[config.mk]
export PLATFORM = sky130hd
export DESIGN_NAME = chained_byte_scrambler
export DESIGN_NICKNAME = d
export VERILOG_FILES = /design/src/rtl/cbs_pkg.sv /design/src/rtl/chained_byte_scrambler.sv /design/src/rtl/cbs_core.sv
export SDC_FILE = /design/constraint.sdc
export NUM_CORES = 1
export LEC_CHECK = 0
export BUFFER_PORTS_ARGS = -buffer_cell sky130_fd_sc_hd__clkbuf_2
export CAP_MARGIN = 20
export CORE_UTILIZATION = 64
export CTS_CLUSTER_DIAMETER = 120
export CTS_CLUSTER_SIZE = 12
export DETAILED_ROUTE_END_ITERATION = 12
export PLACE_DENSITY = 0.89
export RECOVER_POWER = 50
export SLEW_MARGIN = 40
export SYNTH_ARGS = -nofsm -noshare
export SYNTH_HDL_FRONTEND = slang
export SYNTH_HIERARCHICAL = 1
export SYNTH_SLANG_ARGS = --single-unit
[constraint.sdc]
create_clock -name clock -period 18.1 [get_ports clock]
set_clock_uncertainty 0.05 [all_clocks]
set_input_delay 3.62 -clock clock [delete_from_list [all_inputs] [get_ports clock]]
set_output_delay 3.62 -clock clock [all_outputs]
set_load 0.03 [all_outputs]
[src/rtl/cbs_pkg.sv]
// ----------------------------------------------------------------------------
// Chained byte scrambler package
// Request type, direction encoding, key table, bit permutations and the
// modulo-7 and modulo-13 residue functions used by the scrambler core.
// ----------------------------------------------------------------------------
package cbs_pkg;

   localparam int unsigned PermCount  = 7;
   localparam int unsigned KeyEntries = 13;

   typedef struct packed {
      logic       func;
      logic [7:0] link_byte;
      logic [7:0] data_in;
   } req_type;

   typedef enum logic {
      FUNC_OBFUSCATE   = 1'b0,
      FUNC_DEOBFUSCATE = 1'b1
   } func_type;

   // Output bit d of permutation k is taken from input bit PERM_SRC[k][d].
   localparam logic [2:0] PERM_SRC [0:PermCount-1][0:7] = '{
      '{3'd0, 3'd2, 3'd4, 3'd6, 3'd1, 3'd3, 3'd5, 3'd7},
      '{3'd1, 3'd7, 3'd2, 3'd0, 3'd5, 3'd4, 3'd3, 3'd6},
      '{3'd2, 3'd3, 3'd6, 3'd4, 3'd7, 3'd1, 3'd0, 3'd5},
      '{3'd4, 3'd0, 3'd5, 3'd1, 3'd3, 3'd6, 3'd7, 3'd2},
      '{3'd3, 3'd5, 3'd1, 3'd7, 3'd6, 3'd2, 3'd4, 3'd0},
      '{3'd5, 3'd6, 3'd7, 3'd3, 3'd2, 3'd0, 3'd1, 3'd4},
      '{3'd6, 3'd1, 3'd0, 3'd5, 3'd4, 3'd7, 3'd2, 3'd3}
   };

   // Since 8 is 1 modulo 7, the octal digits can simply be summed twice.
   function automatic logic [2:0] mod7(input logic [7:0] p);
      logic [4:0] s1;
      logic [3:0] s2;
      s1 = 5'(p[7:6]) + 5'(p[5:3]) + 5'(p[2:0]);
      s2 = 4'(s1[4:3]) + 4'(s1[2:0]);
      if (s2 >= 4'd7) begin
         s2 = s2 - 4'd7;
      end
      return s2[2:0];
   endfunction

   // Since 16 is 3 modulo 13, fold the high nibble and then reduce by
   // conditional subtraction.
   function automatic logic [3:0] mod13(input logic [7:0] p);
      logic [5:0] v;
      v = 6'(p[7:4]) * 6'd3 + 6'(p[3:0]);
      if (v >= 6'd52) begin
         v = v - 6'd52;
      end
      if (v >= 6'd26) begin
         v = v - 6'd26;
      end
      if (v >= 6'd13) begin
         v = v - 6'd13;
      end
      return v[3:0];
   endfunction

   function automatic logic [7:0] key_byte(input logic [3:0] t);
      logic [7:0] k;
      unique case (t)
         4'd0:    k = 8'h26;
         4'd1:    k = 8'hFF;
         4'd2:    k = 8'hE8;
         4'd3:    k = 8'hEF;
         4'd4:    k = 8'h42;
         4'd5:    k = 8'hD6;
         4'd6:    k = 8'h01;
         4'd7:    k = 8'h54;
         4'd8:    k = 8'h14;
         4'd9:    k = 8'hA3;
         4'd10:   k = 8'h80;
         4'd11:   k = 8'hFD;
         4'd12:   k = 8'h6E;
         default: k = 8'h00;
      endcase
      return k;
   endfunction

   function automatic logic [7:0] perm_fwd(input logic [2:0] k, input logic [7:0] v);
      logic [7:0] r;
      r = '0;
      for (int d = 0; d < 8; d++) begin
         r[d] = v[PERM_SRC[k][d]];
      end
      return r;
   endfunction

   function automatic logic [7:0] perm_inv(input logic [2:0] k, input logic [7:0] v);
      logic [7:0] r;
      r = '0;
      for (int d = 0; d < 8; d++) begin
         r[PERM_SRC[k][d]] = v[d];
      end
      return r;
   endfunction

endpackage

[src/rtl/chained_byte_scrambler.sv]
// ----------------------------------------------------------------------------
// Chained byte scrambler
// Two-register pipeline around the core, one byte per cycle unless stalled.
// ----------------------------------------------------------------------------
// Each request carries a direction, the previous byte of the stream and a
// data byte, and produces exactly one result byte. A request is registered
// on acceptance, scrambled by the core and registered again, so its result
// is presented from the result register and is held there until taken.
// Both registers advance whenever the one ahead of them is empty or being
// taken, so a new request can be accepted every cycle while results are
// taken; while a result is stalled one further request is still accepted
// into the first register, after which the input stalls too. The block
// holds no state between requests and reset only empties the pipeline.
module chained_byte_scrambler (
   input  logic       clock,
   input  logic       reset,
   input  logic       req_valid,
   output logic       req_stall,
   input  logic       req_func,
   input  logic [7:0] req_link_byte,
   input  logic [7:0] req_data_in,
   output logic       rsp_valid,
   input  logic       rsp_stall,
   output logic [7:0] rsp_data_out
);

   logic             s1_valid_ff;
   logic             s1_valid_in;
   cbs_pkg::req_type s1_req_ff;
   logic             s1_load;
   logic             rsp_valid_ff;
   logic             rsp_valid_in;
   logic [7:0]       rsp_data_ff;
   logic [7:0]       core_data;
   logic             s2_load;

   assign s2_load   = !rsp_valid_ff || !rsp_stall;
   assign s1_load   = !s1_valid_ff || s2_load;
   assign req_stall = !s1_load;

   assign s1_valid_in  = s1_load ? req_valid : s1_valid_ff;
   assign rsp_valid_in = s2_load ? s1_valid_ff : rsp_valid_ff;

   always_ff @(posedge clock) begin
      if (reset) begin
         s1_valid_ff  <= 1'b0;
         rsp_valid_ff <= 1'b0;
      end else begin
         s1_valid_ff  <= s1_valid_in;
         rsp_valid_ff <= rsp_valid_in;
      end
   end

   always_ff @(posedge clock) begin
      if (s1_load && req_valid) begin
         s1_req_ff.func      <= req_func;
         s1_req_ff.link_byte <= req_link_byte;
         s1_req_ff.data_in   <= req_data_in;
      end
      if (s2_load && s1_valid_ff) begin
         rsp_data_ff <= core_data;
      end
   end

   cbs_core u_core (
      .req      (s1_req_ff),
      .data_out (core_data)
   );

   assign rsp_valid    = rsp_valid_ff;
   assign rsp_data_out = rsp_data_ff;

   // Input back-pressure only when both pipeline registers are occupied.
   a_stall_full: assert property (@(posedge clock) disable iff (reset)
      req_stall |-> (s1_valid_ff && rsp_valid_ff))
      else $error("request stalled with an empty pipeline register");

   // A registered request moves into the result register when it is free.
   a_advance: assert property (@(posedge clock) disable iff (reset)
      (s1_valid_ff && s2_load) |=> rsp_valid_ff)
      else $error("registered request lost on its way to the result register");

   // An accepted request is always held in the first register next cycle.
   a_capture: assert property (@(posedge clock) disable iff (reset)
      (req_valid && !req_stall) |=> s1_valid_ff)
      else $error("accepted request not captured");

endmodule

[src/rtl/cbs_core.sv]
// ----------------------------------------------------------------------------
// Chained byte scrambler core
// Combinational scramble of one registered request: key lookup, XOR and
// bit permutation in either direction.
// ----------------------------------------------------------------------------
module cbs_core (
   input  cbs_pkg::req_type req,
   output logic [7:0]       data_out
);

   logic [2:0] perm_sel;
   logic [3:0] key_sel;
   logic [7:0] key;

   always_comb begin
      perm_sel = cbs_pkg::mod7(req.link_byte);
      key_sel  = cbs_pkg::mod13(req.link_byte);
      key      = cbs_pkg::key_byte(key_sel);
      unique case (cbs_pkg::func_type'(req.func))
         cbs_pkg::FUNC_OBFUSCATE: begin
            data_out = cbs_pkg::perm_fwd(perm_sel, req.data_in ^ req.link_byte ^ key);
         end
         cbs_pkg::FUNC_DEOBFUSCATE: begin
            data_out = cbs_pkg::perm_inv(perm_sel, req.data_in) ^ key ^ req.link_byte;
         end
         default: begin
            data_out = '0;
         end
      endcase
   end

endmodule
Yosys cells after proc, flatten, opt, wreduce, memory -nomap -nowiden. Memory sizes are Yosys's and may differ from the RTL's. Index checks and enable logic that the tools add are counted.

Word-level logic and storage cells: 107. RAM bits: 0. Flip-flop bits (word level): 27. Output and inout bits: 10. Memories kept: 2. ROM bits: 320. Bits in latches: 0. Bits of input ports: 21.

Order comparisons: 21. Div/mod/pow operators: 0. Equality and inequality tests: 0. Reductions and logical operators: 16. Bitwise operators: 7. $add $sub $neg: 8. Mux-type cells: 46. Multipliers: 1. Shift-type cells: 0.

Memories: (no name shown) (words 8, width 24, rd ports 1, clocked after Yosys merged registers in 0, wr ports 0, RTL line cbs_pkg.sv:87) `r[d] = v[PERM_SRC[k][d]];`; (no name shown) (words 16, width 8, rd ports 1, clocked after Yosys merged registers in 0, wr ports 0, RTL line cbs_pkg.sv:64) `unique case (t)`.

Operator list (count): bitwise mux 8 bit (7); two-way mux 24 bit (2); less-than comparator 3 x 4 -> 1 bit (second input constant) (8); bitwise XOR 8 bit (4); binary-select mux 1 bit (select 3 bit) (8); demux 1 bit (select 3 bit) (8); >= comparator 3 x 1 -> 1 bit (second input constant) (8); two-way mux 1 bit (16); case mux 8 bit (2 select lines) (1); two-way mux 6 bit (2); logical AND 1 bit (10); adder 2 x 3 -> 4 bit (2); AND 8 bit (1); adder 6 x 4 -> 6 bit (1); >= comparator 6 x 4 -> 1 bit (second input constant) (1); >= comparator 6 x 5 -> 1 bit (second input constant) (1); >= comparator 6 bit (second input constant) (1); multiplier 4 x 2 -> 6 bit (second input constant) (1); subtractor 6 x 5 -> 6 bit (second input constant) (1); subtractor 6 bit (second input constant) (1); adder 5 x 3 -> 5 bit (1); >= comparator 4 x 3 -> 1 bit (second input constant) (1); >= comparator 4 bit (second input constant) (1); zero test 1 bit (4); 7 further kinds (8).

Logic depth before layout (Yosys ltp). Gate-level depths: netlist of run 1.

Depth after elaboration: 24. Mapped depth: 31. Gate-level depth less buffers: 31.

Cells and area by module. Netlist of run 1, hierarchy kept.

Modules (own cells, without submodules): cbs_core (cells an instance 564, times used 1, area each 3854.9 µm², seq. area each 0.0 µm²); chained_byte_scrambler (cells an instance 35, times used 1, area each 837.1 µm², seq. area each 790.8 µm²).

Worst setup path after synthesis of run 1. OpenSTA, ideal clock, no wires.

Path kind: input to output. Start: input port rsp_stall. End: output port req_stall. Data arrival time: 3.934 ns. Stages on the path: 2. Required time: 14.430 ns. Setup slack: 10.496 ns. Buffers on the path: 0. Cell sequence: nand3_2 inv_1.

Word-level cells in the longest chain between the ends: 4.

Ends and longest elaborated chain: start: declaration (RTL line chained_byte_scrambler.sv:23) `input logic rsp_stall,`; zero test 1 bit (RTL line chained_byte_scrambler.sv:37) `assign s2_load = !rsp_valid_ff || !rsp_stall;`; logical OR 1 bit (RTL line chained_byte_scrambler.sv:37); logical OR 1 bit (RTL line chained_byte_scrambler.sv:38) `assign s1_load = !s1_valid_ff || s2_load;`; zero test 1 bit (RTL line chained_byte_scrambler.sv:39) `assign req_stall = !s1_load;`; end: declaration (RTL line chained_byte_scrambler.sv:18) `output logic req_stall,`.

No other way between the ends.

Worst setup path after layout of run 1.
Start: register s1_req_ff[9] in the netlist's numbering. End: register rsp_data_ff[2], in the netlist rsp_data_out[2] (data pin).

Word-level cells in the longest chain between the ends: 23. Elaborated cells on any way between the ends: 75. Those cells by class: add/sub: 7; order compare: 20; mux: 32; bitwise: 6; reduce/logical: 8; memory: 2.

Ends and longest elaborated chain: start: declaration (RTL line chained_byte_scrambler.sv:29) `cbs_pkg::req_type s1_req_ff;`; adder 5 x 3 -> 5 bit (RTL line cbs_pkg.sv:37) `s1 = 5'(p[7:6]) + 5'(p[5:3]) + 5'(p[2:0]);`; adder 2 x 3 -> 4 bit (RTL line cbs_pkg.sv:38) `s2 = 4'(s1[4:3]) + 4'(s1[2:0]);`; >= comparator 4 x 3 -> 1 bit or subtractor 3 bit (tied branches) (RTL line cbs_pkg.sv:39, cbs_pkg.sv:40); two-way mux 3 bit (RTL line cbs_pkg.sv:39) `if (s2 >= 4'd7) begin`; inverter 3 -> 4 bit (not written as such) (RTL line cbs_pkg.sv:87, cbs_pkg.sv:96); memory (8 x 24 bit); two-way mux 24 bit (2 in series); less-than comparator 3 x 4 -> 1 bit (not written as such) or >= comparator 3 x 1 -> 1 bit (tied branches) (RTL line cbs_pkg.sv:96) `r[PERM_SRC[k][d]] = v[d];`; logical AND 1 bit (not written as such) (RTL line cbs_pkg.sv:96); two-way mux 1 bit (not written as such) (RTL line cbs_pkg.sv:96); demux 1 bit (select 3 bit); AND 8 bit (no line); bitwise mux 8 bit (7 in series) (RTL line cbs_pkg.sv:96); bitwise XOR 8 bit (2 in series) (RTL line cbs_core.sv:24) `data_out = cbs_pkg::perm_inv(perm_sel, req.data_in) ^ key ^ req.link_byte;`; case mux 8 bit (2 select lines) * (RTL line cbs_core.sv:19) `unique case (cbs_pkg::func_type'(req.func))`; via core_data[2] (RTL line chained_byte_scrambler.sv:34) `logic [7:0] core_data;`; end signal: assignment (RTL line chained_byte_scrambler.sv:61) `rsp_data_ff <= core_data;`; end: declaration (RTL line chained_byte_scrambler.sv:33) `logic [7:0] rsp_data_ff;`.

The timed path passes the listed nets; every way through them passes the cells marked *. The select of a mux whose other input is x is not followed. A chain may end at the register's enable or synchronous reset.

==> impl_metrics.toml, run 1 <==
[run_status]
status = "finished, final reports clean"

[sta]
max-slew-margin-rel = 0.2323
hold_viol = 0
clock.fmax_mhz = 122.5
fin_crit_ps = 8166
drv_slew = 0
finalWorstSetupSlack_ps = 9934
tns_ps = 0
worst_pin_slew_ps = 1141
fin_crit_sh = 0.4512
rsz0062_at_grt = "no"
setup_viol = 0

[routing]
wl_per_cell_um = 23.00
firstDrtPassIters = 6
drc = 0
dr.first_iter.drc_count = 1010
viasPerCell = 7.603
ant_nets = 0
vias = 5330
postRouteWirelength_um = 16120

[logic_synthesis]
synthCells = 599
syn_area_um2 = 4692
yosysSeqAreaShare = 0.1685
ys_seq_elements = 27
syn-num-nets = 652
ys_types = 92
synthFlopType = "edfxtp_1"
synthMuxAreaShare = 0.07013
synth_top_family_by_area = "compound AO/OA/AOI/OAI gates"
synth_adder_area_share = 0.09813
synth_xor_area_frac = 0.06613
async_flop_share = 0
synth_warnings = 6
synth_simple_gate_area_frac = 0.2256
synth_compound_area_frac = 0.3128
synth_edf_count = 25
postSynthAreaPerCell_um2 = 7.833

[global_routing]
grt_max_degree = 34
grt-ovfl-total = 0
grt_pass1_vias = 4875
grt_usage = 0.4273
antenna_found_initial = 0
grt_pass1_wl_um = 25090

[clocking]
clkSinkCount = 27
cts_buffers = 3
clk_pin_slew_ps = 90
htreeDepth = 1
clk_latency_ps = 280
postCtsSetupRepairBufs = 0
cts_resized = 0
clock_path_buffers = 2
tritoncts = "built"
clockRootBuffer = "clkbuf_8"
hold_buffers = 0

[run]
maxCapViolCount = 0

[cells_and_area]
nFillCells = 566
seq_area_um2 = 790.8
final_cell_mix = "66 x nand2_1, 43 x a21oi_1, 42 x nor2_1"
layout_commonest_cell = "nand2_1"
diodes = 0
multi_input_area_um2 = 3638
layout-drive-gt1-share = 0.1355
finalCoreUtilization = 0.7068
nets = 659
syn_to_final_growth_pct = 4.613
design_area_um2 = 4908

[min_path]
hold_class = "flop to flop"
hold_path_end = "s1_valid_ff$_SDFFE_PP0P_"
whs_path_depth = 2
hp-start = "s1_valid_ff$_SDFFE_PP0P_"

[critical_path]
worstPathArrival_ps = 8140
end_kind = "flop"
rrSetupSlack_ps = 9930
crit_path_start_kind = "flop"
crit_required_ps = 18080
r2r-start = "s1_req_ff[9]$_DFFE_PP_"
r2r-end = "rsp_data_out[2]$_DFFE_PP_"
worst-r2r-cell-count = 29
crit_type = "flop to flop"
cp_slowest_stage_delay_ps = 760
startpoint = "s1_req_ff[9]$_DFFE_PP_"
crit_slowest_cell = "xnor2_1"
cp_common_cell = "inv_1"
crit_fanout = 8

[die]
placementRows = 30
die_area_um2 = 7677
die_x_um = 87.62
pin_count = 31
initial_core_util = 0.6757
design.core.area_um2 = 6944
die_y_um = 87.62

[placement]
place_ws_ps = 10180
routabilityCongestion = 1.064
placed_area_um2 = 4867
place_hpwl_um = 11850
io_buffers = 30
-- routing by layer --
layer	up-vias	routed length [um]	track usage
li1	2313	-	-
met1	2419	5774	0.5250
met2	485	7386	0.7031
met3	113	1990	0.09896
met4	0	968	0.2176
met5	-	0	0
-- layout make-up --
class	instances	share of cell area
inverters	34	0.02651
well taps	96	0.02447
flip-flops and latches	27	0.1611
multi-input cells	505	0.7413
clock buffers	4	0.009177
repair buffers	35	0.03747
-- state kept, by name, indices dropped and copies added (netlist names) --
| name | flops |
|---|---|
| s1_req_ff | 17 |
| rsp_data_out | 8 |
| rsp_valid | 1 |
| s1_valid_ff | 1 |
-- critical path: cells and delay by family (launching register included) --
family,cells,cell delay [ps]
compound gates,9,1970
xor+xnor,2,1000
fa+ha+maj,5,1750
buf+inv,5,560
flops,1,480
mux,1,210
simple gates,7,1910
-- Yosys cell counts (5+ instances only) --
| cell type | instances | area share |
|---|---|---|
| o22ai_1 | 6 | 0.0080 |
| xnor2_1 | 17 | 0.032 |
| inv_1 | 29 | 0.023 |
| clkbuf_1 | 24 | 0.019 |
| nor4_1 | 8 | 0.011 |
| a311oi_1 | 5 | 0.0093 |
| nand2b_1 | 6 | 0.0080 |
| nand3_1 | 33 | 0.035 |
| and3_1 | 11 | 0.015 |
| a31oi_1 | 11 | 0.015 |
| a21oi_1 | 44 | 0.047 |
| o211ai_1 | 8 | 0.013 |
| nor2_1 | 42 | 0.034 |
| or3_1 | 5 | 0.0067 |
| nand2_1 | 66 | 0.053 |
| xor2_1 | 11 | 0.021 |
| nand4_1 | 5 | 0.0067 |
| edfxtp_1 | 25 | 0.16 |
| fa_1 | 8 | 0.034 |
| mux2_2 | 5 | 0.012 |
| a211oi_1 | 6 | 0.0096 |
| and2_1 | 5 | 0.0067 |
| nor3_1 | 20 | 0.021 |
| o21ai_0 | 21 | 0.022 |
| ha_1 | 24 | 0.064 |
| a211o_1 | 8 | 0.015 |
| mux2i_1 | 19 | 0.041 |
| a32oi_1 | 6 | 0.011 |
-- worst max-delay path by stage --
stage                                      endpoint  slack (ps)  depth (start not counted)
after floorplan                           req_stall       10500                          2
after global placement                    req_stall       10340                          4
after detailed placement  rsp_data_out[2]$_DFFE_PP_       10180                         31
after CTS                 rsp_data_out[2]$_DFFE_PP_       10160                         31
after global routing      rsp_data_out[2]$_DFFE_PP_        9510                         29
final                     rsp_data_out[2]$_DFFE_PP_        9930                         29
-- cells by family (layout without fill, tap and decap cells) --
group	after synthesis	in the layout
AOI/OAI and AO/OA	195	195
xor gates and xnor gates	32	32
adders and majority gates	32	32
and+or+nand+nor	218	218
DFF	27	27
muxes	28	28
buffers and inverters	67	73
-- stage by stage --
step           hold WS, ps  std cells
6_report             473.2        701
5_1_grt              488.3        701
4_1_cts              469.2        701
3_5_place_dp         455.8        697
3_3_place_gp         428.2        697
2_1_floorplan        422.0        599
Power of run 1 is left out: the tool's default activity adds up to more than one toggle a clock period on the data nets, which glitch-free logic cannot reach.
==> run 2, diff against run 1 <==
CORE_UTILIZATION = 57   (was 64)
PLACE_DENSITY = 0.84   (was 0.89)
clock period = 7 ns   (was 18.1 ns; I/O delays follow)
==> impl_metrics.toml, run 2 (synthesized netlist as in run 1, its figures left out) <==
[cells_and_area]
largest_reg_flops = 17
layout-drive-gt1-share = 0.2179
design_area_um2 = 5308
final_cell_mix = "66 x nand2_1, 46 x buf_4, 41 x a21oi_1"
nets = 701
diodes = 0
syn_to_final_growth_pct = 13.12
largest_register = "s1_req_ff"
finalCoreUtilization = 0.6763
layout_commonest_cell = "nand2_1"

[critical_path]
cp_common_cell = "inv_1"
cp_slowest_stage_delay_ps = 600
critPathBufInv = 7
end_kind = "flop"
crit_type = "flop to flop"
crit_required_ps = 7060
crit_slowest_cell = "a2111oi_0"
crit_path_start_kind = "flop"
worstPathArrival_ps = 6950
crit_fanout = 11
path_delay_family = "compound AO/OA/AOI/OAI gates"

[global_routing]
grt_pass1_vias = 5091
grt_usage = 0.3911
grt_pass1_wl_um = 26230
antenna_found_initial = 0
grt-ovfl-total = 0
grt_max_degree = 33

[clocking]
cts_buffers = 3
clk_latency_ps = 260
clkSinkCount = 27
clock_path_buffers = 2
clockRootBuffer = "clkbuf_8"
clk_pin_slew_ps = 90
htreeDepth = 1
hold_buffers = 0
tritoncts = "built"

[sta]
hold_viol = 0
fin_crit_sh = 0.9833
worst_pin_slew_ps = 958.1
max-slew-margin-rel = 0.3612
clock.fmax_mhz = 145.3
tns_ps = 0
drv_slew = 0
setup_viol = 0
fin_crit_ps = 6883

[routing]
postRouteWirelength_um = 17060
wl_per_cell_um = 22.77
viasPerCell = 7.144
dr.first_iter.drc_count = 540
firstDrtPassIters = 9
vias = 5351
ant_nets = 0
drc = 0

[min_path]
hold_class = "flop to flop"

[placement]
io_buffers = 30
place_hpwl_um = 13190
placed_area_um2 = 5144
routabilityCongestion = 0.9972

[die]
placementRows = 32
die_area_um2 = 8599
design.core.area_um2 = 7848
pin_count = 31
initial_core_util = 0.5979
die_y_um = 92.73
die_x_um = 92.73

[run_status]
status = "finished, final reports clean"

[run]
maxCapViolCount = 0
## run 2: worst reg2reg max path: cells and delay by family (launching register included)
kind | cells | cell delay, ps
flops | 1 | 370
xor+xnor | 1 | 180
fa+ha+maj | 5 | 1540
simple gates | 7 | 1200
compound gates | 11 | 2610
buf+inv | 7 | 800
## run 2: area by class of cell
cell class,count,area [um2]
clock buffers,4,45.04
multi-input cells,505,3712
inverters,34,133.9
fillers,691,2540
well taps,102,127.6
repair buffers,77,498.0
flip-flops and latches,27,790.8
## run 2: metrics by stage
| step | instances | hold WS (ps) | setup slack [ps] |
|---|---|---|---|
| floorplan | 599 | 422.0 | 18.59 |
| global placement | 740 | 428.0 | 212.9 |
| detailed placement | 740 | 451.1 | -42.05 |
| CTS | 745 | 463.8 | 37.32 |
| global route | 749 | 513.4 | -83.80 |
| finish | 749 | 460.4 | 116.9 |
## run 2: per-layer routing
metal,global-route usage,share of wire
met1,0.4571,0.37
met2,0.6877,0.48
met3,0.05419,0.083
met4,0.2141,0.067
met5,0,0
## run 2: path summary, 6_finish.rpt
check | cells after the start | end | from | slack (ps)
worst min register to register | 2 | rsp_valid$_SDFFE_PP0P_ | s1_valid_ff$_SDFFE_PP0P_ | 460
worst max register to register | 31 | rsp_data_out[0]$_DFFE_PP_ | s1_req_ff[9]$_DFFE_PP_ | 120
worst min-delay path | 2 | rsp_valid$_SDFFE_PP0P_ | s1_valid_ff$_SDFFE_PP0P_ | 460
worst max-delay path | 31 | rsp_data_out[0]$_DFFE_PP_ | s1_req_ff[9]$_DFFE_PP_ | 120
## run 2: timing repair
item                                   4_1_cts  5_1_grt
resized for setup                            4       18
setup endpoints to repair                    5        8
pin swaps                                    1        2
setup buffers                                1        4
endpoints found under the hold margin        0        0
Power of run 2 is left out for the same reason.
